[src/rtl/alp_pkg.sv]
// ----------------------------------------------------------------------------
// Address-list payload parser package
// Shared result codes, configuration indexes, reset values and result types.
// ----------------------------------------------------------------------------
package alp_pkg;

    localparam int CFG_IDX_W  = 3;
    localparam int CFG_DATA_W = 16;

    localparam logic [CFG_IDX_W-1:0] CFG_MAX_ENTRIES     = 3'd0;
    localparam logic [CFG_IDX_W-1:0] CFG_MAX_ADDR_LENGTH = 3'd1;
    localparam logic [CFG_IDX_W-1:0] CFG_IPV4_ID         = 3'd2;
    localparam logic [CFG_IDX_W-1:0] CFG_IPV6_ID         = 3'd3;
    localparam logic [CFG_IDX_W-1:0] CFG_ONION_V3_ID     = 3'd4;
    localparam logic [CFG_IDX_W-1:0] CFG_I2P_ID          = 3'd5;

    localparam logic [15:0] MAX_ENTRIES_RST     = 16'd1000;
    localparam logic [9:0]  MAX_ADDR_LENGTH_RST = 10'd512;
    localparam logic [7:0]  IPV4_ID_RST         = 8'd1;
    localparam logic [7:0]  IPV6_ID_RST         = 8'd2;
    localparam logic [7:0]  ONION_V3_ID_RST     = 8'd4;
    localparam logic [7:0]  I2P_ID_RST          = 8'd5;

    localparam logic [7:0] CS_MARK_16 = 8'd253;
    localparam logic [7:0] CS_MARK_32 = 8'd254;

    localparam logic [9:0] IPV4_LEN   = 10'd4;
    localparam logic [9:0] IPV6_LEN   = 10'd16;
    localparam logic [9:0] KEY32_LEN  = 10'd32;

    localparam int RES_FIFO_DEPTH = 4;

    typedef enum logic [1:0] {
        NET_IPV4     = 2'd0,
        NET_IPV6     = 2'd1,
        NET_ONION_V3 = 2'd2,
        NET_I2P      = 2'd3
    } net_t;

    typedef enum logic [1:0] {
        KIND_ADDR   = 2'd0,
        KIND_ENTRY  = 2'd1,
        KIND_STATUS = 2'd2
    } kind_t;

    typedef enum logic [3:0] {
        ST_OK         = 4'd0,
        ST_COUNT_CUT  = 4'd1,
        ST_TOO_MANY   = 4'd2,
        ST_TIME_CUT   = 4'd3,
        ST_SVC_CUT    = 4'd4,
        ST_NETID_CUT  = 4'd5,
        ST_LEN_CUT    = 4'd6,
        ST_LEN_BIG    = 4'd7,
        ST_ADDR_CUT   = 4'd8
    } status_t;

    typedef struct packed {
        logic [1:0]  pad;
        status_t     status;
        logic [15:0] entry_port;
        net_t        network_kind;
        logic [63:0] entry_services;
        logic [31:0] entry_time;
        logic [7:0]  addr_byte;
    } result_data_t;

    typedef struct packed {
        logic         last_result;
        kind_t        result_kind;
        result_data_t data;
    } result_t;

endpackage

[src/rtl/addr_list_payload_parser_top.sv]
// ----------------------------------------------------------------------------
// Address-list payload parser
// Usage: payload bytes enter on the s_ channel, one request per byte. s_tuser
// says whether the request carries a byte (0 is a bare end marker) and s_tlast
// ends the payload after that request. Results leave on the m_ channel:
// m_tuser gives the kind (address byte, entry complete, payload status) and
// m_tlast marks the status that closes each payload. Address bytes of a kept
// entry come out as they arrive; the last port byte of a kept entry gives an
// entry result.
// A result is offered once its request has passed the input register and has
// been written into the result queue. One request is taken every cycle while
// the queue has room; a request that yields an address or entry result and also
// ends the payload gives two results, both queued in the same cycle.
// Results wait in a four-entry queue. The input stalls while more than two
// results would remain queued after this cycle's take, so a stalled receiver
// fills the queue and then drops s_tready; nothing is lost.
// The configuration port writes one register per cycle with cfg_we. Reset
// restores the register defaults and starts a new payload.
// ----------------------------------------------------------------------------
module addr_list_payload_parser_top (
    input  logic                                clk,
    input  logic                                rst_n,
    input  logic                                cfg_we,
    input  logic [alp_pkg::CFG_IDX_W-1:0]       cfg_index,
    input  logic [alp_pkg::CFG_DATA_W-1:0]      cfg_data,
    input  logic                                s_tvalid,
    output logic                                s_tready,
    input  logic [7:0]                          s_tdata,   // data_byte
    input  logic                                s_tuser,   // byte_present
    input  logic                                s_tlast,
    output logic                                m_tvalid,
    input  logic                                m_tready,
    output logic [127:0]                        m_tdata,   // addr_byte, entry_time,
                                                           // entry_services,
                                                           // network_kind, entry_port,
                                                           // status, zero pad
    output logic [1:0]                          m_tuser,   // result_kind
    output logic                                m_tlast
);

    localparam int DEPTH = alp_pkg::RES_FIFO_DEPTH;
    localparam int PTR_W = $clog2(DEPTH);
    localparam int CNT_W = $clog2(DEPTH + 1);

    typedef enum logic [3:0] {
        PH_COUNT_MARK,
        PH_COUNT_EXT,
        PH_TIME,
        PH_SVC_MARK,
        PH_SVC_EXT,
        PH_NETID,
        PH_LEN_MARK,
        PH_LEN_EXT,
        PH_ADDR,
        PH_PORT,
        PH_DONE
    } phase_t;

    function automatic alp_pkg::status_t cut_code(input phase_t ph);
        alp_pkg::status_t st;
        case (ph)
            PH_COUNT_MARK, PH_COUNT_EXT: st = alp_pkg::ST_COUNT_CUT;
            PH_TIME:                     st = alp_pkg::ST_TIME_CUT;
            PH_SVC_MARK, PH_SVC_EXT:     st = alp_pkg::ST_SVC_CUT;
            PH_NETID:                    st = alp_pkg::ST_NETID_CUT;
            PH_LEN_MARK, PH_LEN_EXT:     st = alp_pkg::ST_LEN_CUT;
            PH_ADDR, PH_PORT:            st = alp_pkg::ST_ADDR_CUT;
            default:                     st = alp_pkg::ST_OK;
        endcase
        return st;
    endfunction

    function automatic logic [9:0] expected_len(input alp_pkg::net_t net);
        logic [9:0] len;
        case (net)
            alp_pkg::NET_IPV4: len = alp_pkg::IPV4_LEN;
            alp_pkg::NET_IPV6: len = alp_pkg::IPV6_LEN;
            default:           len = alp_pkg::KEY32_LEN;
        endcase
        return len;
    endfunction

    // Configuration registers
    logic [15:0] max_entries_reg;
    logic [9:0]  max_addr_length_reg;
    logic [7:0]  ipv4_id_reg;
    logic [7:0]  ipv6_id_reg;
    logic [7:0]  onion_v3_id_reg;
    logic [7:0]  i2p_id_reg;

    // Input register
    logic       in_vld_reg;
    logic [7:0] in_byte_reg;
    logic       in_present_reg;
    logic       in_end_reg;

    // Parse state
    phase_t            phase_reg,     phase_next;
    logic [3:0]        vleft_reg,     vleft_next;
    logic [3:0]        bidx_reg,      bidx_next;
    logic [63:0]       acc_reg,       acc_next;
    logic [15:0]       entries_reg,   entries_next;
    logic [31:0]       time_reg,      time_next;
    logic [63:0]       svc_reg,       svc_next;
    alp_pkg::net_t     net_reg,       net_next;
    logic [9:0]        addr_left_reg, addr_left_next;
    logic [7:0]        port_hi_reg,   port_hi_next;
    logic              kept_reg,      kept_next;
    alp_pkg::status_t  lstat_reg,     lstat_next;

    // Result queue
    alp_pkg::result_t  fifo_mem [DEPTH];
    logic [PTR_W-1:0]  rd_ptr_reg;
    logic [PTR_W-1:0]  wr_ptr_reg;
    logic [CNT_W-1:0]  count_reg;

    logic              pop;
    logic [CNT_W-1:0]  count_after_pop;
    logic              fire;
    logic [7:0]        b;
    logic              vdone;
    logic [63:0]       vval;
    logic [63:0]       acc_merged;
    logic              item_vld;
    alp_pkg::result_t  item_res;
    alp_pkg::result_t  stat_res;
    alp_pkg::result_t  slot0;
    logic [1:0]        n_res;

    assign pop             = m_tvalid && m_tready;
    assign count_after_pop = count_reg - CNT_W'(pop);
    assign fire            = in_vld_reg && (count_after_pop <= CNT_W'(DEPTH - 2));
    assign s_tready        = !in_vld_reg || fire;

    assign m_tvalid = (count_reg != '0);
    assign m_tdata  = fifo_mem[rd_ptr_reg].data;
    assign m_tuser  = fifo_mem[rd_ptr_reg].result_kind;
    assign m_tlast  = fifo_mem[rd_ptr_reg].last_result;

    assign b          = in_byte_reg;
    assign acc_merged = acc_reg | ({56'd0, b} << {bidx_reg[2:0], 3'b000});

    always_comb
    begin
        phase_next     = phase_reg;
        vleft_next     = vleft_reg;
        bidx_next      = bidx_reg;
        acc_next       = acc_reg;
        entries_next   = entries_reg;
        time_next      = time_reg;
        svc_next       = svc_reg;
        net_next       = net_reg;
        addr_left_next = addr_left_reg;
        port_hi_next   = port_hi_reg;
        kept_next      = kept_reg;
        lstat_next     = lstat_reg;
        vdone          = 1'b0;
        vval           = {56'd0, b};
        item_vld       = 1'b0;
        item_res       = '0;
        stat_res       = '0;

        if (fire && in_present_reg)
        begin
            case (phase_reg)
                PH_COUNT_MARK, PH_SVC_MARK, PH_LEN_MARK:
                begin
                    if (b < alp_pkg::CS_MARK_16)
                    begin
                        vdone = 1'b1;
                    end
                    else
                    begin
                        vleft_next = (b == alp_pkg::CS_MARK_16) ? 4'd2 :
                                     (b == alp_pkg::CS_MARK_32) ? 4'd4 : 4'd8;
                        bidx_next  = '0;
                        acc_next   = '0;
                        case (phase_reg)
                            PH_COUNT_MARK: phase_next = PH_COUNT_EXT;
                            PH_SVC_MARK:   phase_next = PH_SVC_EXT;
                            default:       phase_next = PH_LEN_EXT;
                        endcase
                    end
                end
                PH_COUNT_EXT, PH_SVC_EXT, PH_LEN_EXT:
                begin
                    acc_next   = acc_merged;
                    bidx_next  = bidx_reg + 4'd1;
                    vleft_next = vleft_reg - 4'd1;
                    vval       = acc_merged;
                    vdone      = (vleft_reg == 4'd1);
                end
                PH_TIME:
                begin
                    time_next = time_reg | ({24'd0, b} << {bidx_reg[1:0], 3'b000});
                    bidx_next = bidx_reg + 4'd1;
                    if (bidx_reg == 4'd3)
                    begin
                        phase_next = PH_SVC_MARK;
                    end
                end
                PH_NETID:
                begin
                    kept_next = 1'b1;
                    if (b == ipv4_id_reg)
                    begin
                        net_next = alp_pkg::NET_IPV4;
                    end
                    else if (b == ipv6_id_reg)
                    begin
                        net_next = alp_pkg::NET_IPV6;
                    end
                    else if (b == onion_v3_id_reg)
                    begin
                        net_next = alp_pkg::NET_ONION_V3;
                    end
                    else if (b == i2p_id_reg)
                    begin
                        net_next = alp_pkg::NET_I2P;
                    end
                    else
                    begin
                        net_next  = alp_pkg::NET_IPV4;
                        kept_next = 1'b0;
                    end
                    phase_next = PH_LEN_MARK;
                end
                PH_ADDR:
                begin
                    if (kept_reg)
                    begin
                        item_vld                = 1'b1;
                        item_res.result_kind    = alp_pkg::KIND_ADDR;
                        item_res.data.addr_byte = b;
                    end
                    addr_left_next = addr_left_reg - 10'd1;
                    if (addr_left_reg == 10'd1)
                    begin
                        phase_next = PH_PORT;
                    end
                end
                PH_PORT:
                begin
                    if (bidx_reg == 4'd0)
                    begin
                        port_hi_next = b;
                        bidx_next    = 4'd1;
                    end
                    else
                    begin
                        if (kept_reg)
                        begin
                            item_vld                     = 1'b1;
                            item_res.result_kind         = alp_pkg::KIND_ENTRY;
                            item_res.data.entry_time     = time_reg;
                            item_res.data.entry_services = svc_reg;
                            item_res.data.network_kind   = net_reg;
                            item_res.data.entry_port     = {port_hi_reg, b};
                        end
                        entries_next = entries_reg - 16'd1;
                        if (entries_reg == 16'd1)
                        begin
                            phase_next = PH_DONE;
                        end
                        else
                        begin
                            phase_next = PH_TIME;
                            bidx_next  = '0;
                            time_next  = '0;
                        end
                    end
                end
                default:
                begin
                end
            endcase

            if (vdone)
            begin
                if (phase_reg inside {PH_COUNT_MARK, PH_COUNT_EXT})
                begin
                    if (vval > {48'd0, max_entries_reg})
                    begin
                        lstat_next = alp_pkg::ST_TOO_MANY;
                        phase_next = PH_DONE;
                    end
                    else if (vval == 64'd0)
                    begin
                        phase_next = PH_DONE;
                    end
                    else
                    begin
                        entries_next = vval[15:0];
                        phase_next   = PH_TIME;
                        bidx_next    = '0;
                        time_next    = '0;
                    end
                end
                else if (phase_reg inside {PH_SVC_MARK, PH_SVC_EXT})
                begin
                    svc_next   = vval;
                    phase_next = PH_NETID;
                end
                else
                begin
                    if (vval > {54'd0, max_addr_length_reg})
                    begin
                        lstat_next = alp_pkg::ST_LEN_BIG;
                        phase_next = PH_DONE;
                    end
                    else
                    begin
                        addr_left_next = vval[9:0];
                        kept_next      = kept_reg &&
                                         (vval[9:0] == expected_len(net_reg));
                        phase_next     = (vval != 64'd0) ? PH_ADDR : PH_PORT;
                        bidx_next      = '0;
                        port_hi_next   = '0;
                    end
                end
            end
        end

        stat_res.result_kind = alp_pkg::KIND_STATUS;
        stat_res.last_result = 1'b1;
        stat_res.data.status = (lstat_next != alp_pkg::ST_OK) ? lstat_next :
                               cut_code(phase_next);

        if (fire && in_end_reg)
        begin
            phase_next     = PH_COUNT_MARK;
            vleft_next     = '0;
            bidx_next      = '0;
            acc_next       = '0;
            entries_next   = '0;
            time_next      = '0;
            svc_next       = '0;
            net_next       = alp_pkg::NET_IPV4;
            addr_left_next = '0;
            port_hi_next   = '0;
            kept_next      = 1'b0;
            lstat_next     = alp_pkg::ST_OK;
        end

        slot0 = item_vld ? item_res : stat_res;
        n_res = fire ? ({1'b0, item_vld} + {1'b0, in_end_reg}) : 2'd0;
    end

    always_ff @(posedge clk or negedge rst_n)
    begin
        if (!rst_n)
        begin
            max_entries_reg     <= alp_pkg::MAX_ENTRIES_RST;
            max_addr_length_reg <= alp_pkg::MAX_ADDR_LENGTH_RST;
            ipv4_id_reg         <= alp_pkg::IPV4_ID_RST;
            ipv6_id_reg         <= alp_pkg::IPV6_ID_RST;
            onion_v3_id_reg     <= alp_pkg::ONION_V3_ID_RST;
            i2p_id_reg          <= alp_pkg::I2P_ID_RST;
        end
        else if (cfg_we)
        begin
            case (cfg_index)
                alp_pkg::CFG_MAX_ENTRIES:     max_entries_reg     <= cfg_data;
                alp_pkg::CFG_MAX_ADDR_LENGTH: max_addr_length_reg <= cfg_data[9:0];
                alp_pkg::CFG_IPV4_ID:         ipv4_id_reg         <= cfg_data[7:0];
                alp_pkg::CFG_IPV6_ID:         ipv6_id_reg         <= cfg_data[7:0];
                alp_pkg::CFG_ONION_V3_ID:     onion_v3_id_reg     <= cfg_data[7:0];
                alp_pkg::CFG_I2P_ID:          i2p_id_reg          <= cfg_data[7:0];
                default:
                begin
                end
            endcase
        end
    end

    always_ff @(posedge clk or negedge rst_n)
    begin
        if (!rst_n)
        begin
            in_vld_reg     <= 1'b0;
            phase_reg      <= PH_COUNT_MARK;
            vleft_reg      <= '0;
            bidx_reg       <= '0;
            acc_reg        <= '0;
            entries_reg    <= '0;
            time_reg       <= '0;
            svc_reg        <= '0;
            net_reg        <= alp_pkg::NET_IPV4;
            addr_left_reg  <= '0;
            port_hi_reg    <= '0;
            kept_reg       <= 1'b0;
            lstat_reg      <= alp_pkg::ST_OK;
            rd_ptr_reg     <= '0;
            wr_ptr_reg     <= '0;
            count_reg      <= '0;
        end
        else
        begin
            if (s_tready)
            begin
                in_vld_reg <= s_tvalid;
            end
            phase_reg     <= phase_next;
            vleft_reg     <= vleft_next;
            bidx_reg      <= bidx_next;
            acc_reg       <= acc_next;
            entries_reg   <= entries_next;
            time_reg      <= time_next;
            svc_reg       <= svc_next;
            net_reg       <= net_next;
            addr_left_reg <= addr_left_next;
            port_hi_reg   <= port_hi_next;
            kept_reg      <= kept_next;
            lstat_reg     <= lstat_next;
            if (pop)
            begin
                rd_ptr_reg <= rd_ptr_reg + PTR_W'(1);
            end
            wr_ptr_reg <= wr_ptr_reg + PTR_W'(n_res);
            count_reg  <= count_after_pop + CNT_W'(n_res);
        end
    end

    always_ff @(posedge clk)
    begin
        if (s_tready && s_tvalid)
        begin
            in_byte_reg    <= s_tdata;
            in_present_reg <= s_tuser;
            in_end_reg     <= s_tlast;
        end
        if (n_res != 2'd0)
        begin
            fifo_mem[wr_ptr_reg] <= slot0;
        end
        if (n_res == 2'd2)
        begin
            fifo_mem[wr_ptr_reg + PTR_W'(1)] <= stat_res;
        end
    end

endmodule
[config.mk]
export PLATFORM = sky130hd
export DESIGN_NAME = addr_list_payload_parser_top
export DESIGN_NICKNAME = d
export VERILOG_FILES = /design/src/rtl/alp_pkg.sv /design/src/rtl/addr_list_payload_parser_top.sv
export SDC_FILE = /design/constraint.sdc
export NUM_CORES = 2
export LEC_CHECK = 0
export BUFFER_PORTS_ARGS = -buffer_cell sky130_fd_sc_hd__buf_4
export CORE_ASPECT_RATIO = 0.5
export CORE_MARGIN = 2
export CORE_UTILIZATION = 50
export CTS_CLUSTER_SIZE = 14
export DETAILED_ROUTE_END_ITERATION = 10
export PLACE_DENSITY_LB_ADDON = 0.3
export SYNTH_ARGS = -nofsm -noshare
export SYNTH_HDL_FRONTEND = slang
export SYNTH_SLANG_ARGS = --single-unit
[constraint.sdc]
create_clock -name clk -period 4.2 [get_ports clk]
set_input_delay 0 -clock clk [delete_from_list [all_inputs] [get_ports clk]]
set_output_delay 0 -clock clk [all_outputs]
set_load 0.02 [all_outputs]
## After elaboration in Yosys (flattened, before gate mapping)

Memory sizes are Yosys's and may differ from the RTL's.
Index checks and enable logic that the tools add are counted.

- $add $sub $neg: 10
- Magnitude comparators: 4
- Equality and inequality tests: 29
- Shift operators: 2
- Muxes and demuxes: 132
- Bitwise gates (word level): 2
- Reductions and logical operators: 36

Operator list:

| operator | count |
|---|---|
| $mux 64 | 10 |
| $mux 114 | 3 |
| $mux 32 | 8 |
| $mux 4 | 36 |
| $mux 131 | 1 |
| $mux 16 | 8 |
| $pmux 64 s2 | 1 |
| $mux 122 | 1 |
| $mux 10 | 12 |
| $mux 8 | 10 |
| $gt 64x10->1 | 1 |
| $gt 64x16->1 | 1 |
| $logic_not 64->1 | 1 |
| $or 64x64->64 | 1 |
| $pmux 32 s2 | 1 |
| $reduce_bool 64->1 | 1 |
| $shl 8x6->64 | 1 |
| $eq 8x8->1 | 4 |
| $or 32x32->32 | 1 |
| $shl 8x5->32 | 1 |
| $mux 1 | 25 |
| $pmux 4 s5 | 1 |
| $mux 2 | 9 |
| $eq 16x1->1 const B | 1 |
| other kinds (44) | 76 |

- Register bits after elaboration: 289
- RAM bits: 524
- Memory bits (read-only): 64
- Input bits: 34
- Output and inout bits: 133
- Word-level logic and storage cells: 242
- Memories: 2

Memories:

| name | depth | width | rd ports | clocked after Yosys merged registers in | wr ports | line | source |
|---|---|---|---|---|---|---|---|
| fifo_mem | 4 | 131 | 1 | 0 | 2 | addr_list_payload_parser_top.sv:112 | `alp_pkg::result_t fifo_mem [DEPTH];` |
| (name not given) | 16 | 4 | 1 | 0 | 0 | addr_list_payload_parser_top.sv:61 | `case (ph)` |

## Longest topological paths before layout

- Word-level depth: 21
- Mapped depth: 20
- Mapped depth without buffers: 15

## Worst setup path before layout

Ideal clock, no wire load.

- Kind: register to register
- From: reg count_reg[1]
- To: mem fifo_mem[2][122] in the netlist's numbering, enable pin
- Setup time: 0.269 ns
- Arrival time: 4.135 ns
- Required time: 3.931 ns
- Slack: -0.203 ns
- Cell stages (with the launch flop): 19
- Buffers on the path: 4
- Period minus slack after synthesis: 4.403 ns
- Path through: dfrtp_1 or3_1 and2_1 ha_1 ha_1 xor2_1 nor2_1 and3_1 clkbuf_1 nand2b_1 ha_1 clkbuf_1 nor3b_1 o21ai_0 nand2_1 nand2_1 clkbuf_1 clkbuf_1 inv_1

RTL lines:

| element | line | source |
|---|---|---|
| start, declared | addr_list_payload_parser_top.sv:115 | `logic [CNT_W-1:0] count_reg;` |
| start signal, assigned | addr_list_payload_parser_top.sv:420 | `count_reg <= count_after_pop + CNT_W'(n_res);` |
| end, declared | addr_list_payload_parser_top.sv:112 |  |

==> results.ini <==
[grt]
track_usage=0.287
grt_pass1_vias=26439
grt.overflow.total=0
grt_max_degree=98
grt_pass1_wl_um=156000
antenna_found_initial=1

[logic_synthesis]
ys.flop_type=dfxtp_1
synth_top_family_by_area=compound AO/OA/AOI/OAI gates
synthTopCellsByCount=783 x nand2_1, 616 x o21ai_0, 496 x dfxtp_1
synth_compound_area_frac=0.164
syn_area_mm2=0.0335
synth_edf_count=26
ys_seq_area_frac=0.528
ys_ff_latch=801
synth_warnings=0
netlist.area_leader.share=0.296
synthMuxAreaShare=0.0992
syn_area_per_cell_um2=9.68
synth_xor_area_frac=0.0104
synth_simple_gate_area_frac=0.145
yosys.area.top_type=dfxtp_1
synthCells=3464
synth_cell_type_count=98
synthAdderAreaFrac=0.0152
synth.most_common_cell=nand2_1
synth.area.top_cells=dfxtp_1 30%, dfrtp_1 20%, o21ai_0 9.2%
ys_async_sr_fraction=0.348

[critical_path]
crit_arrival_ns=4.58
r2r_cells=15
criticalPathCategory=flip-flop to flip-flop
endpoint_kind=flip-flop
reg2reg_from=count_reg[1]
cp.required_ns=4.72
r2r-end=fifo_mem[1][106]
r2r_setup_slack_ns=0.13
cp-start-kind=flip-flop
critPathMaxFanout=97

[route]
first_pass_iters=5
totalWireLength_um=101000
wl_per_cell_um=22.1
antenna_left=0
route.detailed.drc=0
via_per_inst=5.95
vias=27349
first_iter_violations=3074

[die]
die_h_um=187
coreArea_mm2=0.0666
dieWidth_um=370
die_area_mm2=0.0693
rows=67
start_util=0.503
io_pins=167

[sta]
worst_pin_slew_ns=1.31
final.min_clock_period_ns=4.07
fmax_ghz=0.246
fin_crit_sh=0.968
hold_viol=1
drv_slew=0
fin_ws_ns=0.133
final.setup_skew_ns=0.0294
maxSlewHeadroom=0.122
fin_worst_hold_slack_ns=-0.0000960
setup_violations=0
setup_tns_ns=0

[cts]
cts_inserted_buffers=73
htree_num_levels=3
cts_max_path_buffers=3
clkLatencyLatePin_ns=0.65
cts-root-buf=clkbuf_16
cts_num_sinks=801
cts_tree=done
clkSlewWorstSetupHoldPaths_ns=0.07

[finish]
drive_gt1_frac=0.178
largest_register_ffs=512
n_fill_cell=5659
final_nets=3716
syn2layout_area_growth_pct=17.3
diodes=0

[power]
leakage_nw=15.6
ir_worst_vdd_uv=538
p_per_area_mw_per_mm2=568

[job]
max_cap_viol_count=0

[place]
place_ws_ns=0.0505
dp_hpwl_um=65700
gp_congestion=0.955
io_buffers=164

[outcome]
status=complete, but fails checks
failed_checks=hold timing

[hold_path]
hold_path_class=input port to asynchronous set/reset pin

==> layer usage <==
layer,up-vias,share of wire,global-route usage
met5,-,0,0
met2,1116,0.45,0.437
met3,158,0.088,0.0501
met4,0,0.020,0.0713
met1,13592,0.44,0.425
li1,12483,-,-
==> kinds of logic (layout without fill, tap and decap cells) <==
kind of cell | Yosys count | after routing
DFF | 801 | 801
adders and majority gates | 40 | 40
AOI/OAI and AO/OA | 962 | 962
other | 1 | 2
xor gates and xnor gates | 40 | 40
buffers and inverters | 317 | 547
muxes | 168 | 168
and+or+nand+nor | 1135 | 1136
==> where the power goes <==
part	switching, mW	internal (mW)	total (mW)
clock network	2.95	3.52	6.47
logic	4.69	2.47	7.16
registers	0.571	8.14	8.71
==> critical path, cell delays in order (launching register included) <==
cell and delay, ns:
dfrtp_1 0.39, or3_1 0.40, and2_1 0.21, ha_1 0.19, ha_1 0.21, xor2_2 0.28
nor2_1 0.13, and3_1 0.19, nand2b_1 0.21, ha_1 0.38, buf_4 0.19, mux2i_1 0.13
or3_4 0.40, buf_16 0.27, nand2_1 0.18, o21ai_0 0.09
==> per-stage QoR <==
stage	std cells	total power, mW	cell area [um2]	utilization
2_1_floorplan	3465	13.0	33500	-
3_3_place_gp	4411	15.6	36300	0.545
3_5_place_dp	4411	15.6	36300	0.545
4_1_cts	4588	22.1	39100	0.586
5_1_grt	4593	23.2	39300	0.590
6_report	4593	22.3	39300	0.590
==> placed cells by master (no fill, tap or decap), types with 18 or more instances in the layout <==
master and instances:
clkbuf_1 26, clkbuf_16 76, ha_1 39, xor2_1 28, nor4_1 19, nand3_1 19
a22o_1 64, dfxtp_1 496, a21oi_1 128, nor3_1 29, o21ai_1 26, dfrtp_1 265
mux2_2 34, dlygate4sd3_1 47, and2_1 18, o21ai_0 616, inv_1 61, nor2_1 151
edfxtp_1 26, buf_4 278, buf_12 22, mux4_2 128, nand2_1 775
==> area by class of cell <==
class / count / area [um2] / share of cell area
Clock buffer: 113 / 2130 / 0.0541
Clock inverter: 16 / 144 / 0.00366
Inverter: 62 / 233 / 0.00592
Multi-Input combinational cell: 2348 / 14800 / 0.376
Sequential cell: 801 / 17700 / 0.451
Tap cell: 897 / 1120 / 0.0285
Timing Repair Buffer: 356 / 3180 / 0.0810
==> timing repair <==
item / 4_1_cts / 5_1_grt
hold endpoints to repair: 338 / 0
setup buffers: 0 / 1
setup endpoints to repair: 0 / 387
resized for setup: 0 / 32
hold buffers: 48 / 0
==> how the worst max path moves through the flow <==
stage	to	slack (ns)	startpoint
3_3_place_gp	fifo_mem[0][122]	0.22	phase_reg[1]
6_report	fifo_mem[1][106]	0.13	count_reg[1]
5_1_grt	fifo_mem[2][122]	-0.04	phase_reg[0]
4_1_cts	fifo_mem[3][101]	0.03	count_reg[1]
3_5_place_dp	fifo_mem[3][100]	0.05	count_reg[1]
2_1_floorplan	fifo_mem[0][122]	0.01	count_reg[1]
No activity file was read; power rests on OpenSTA's default activity.
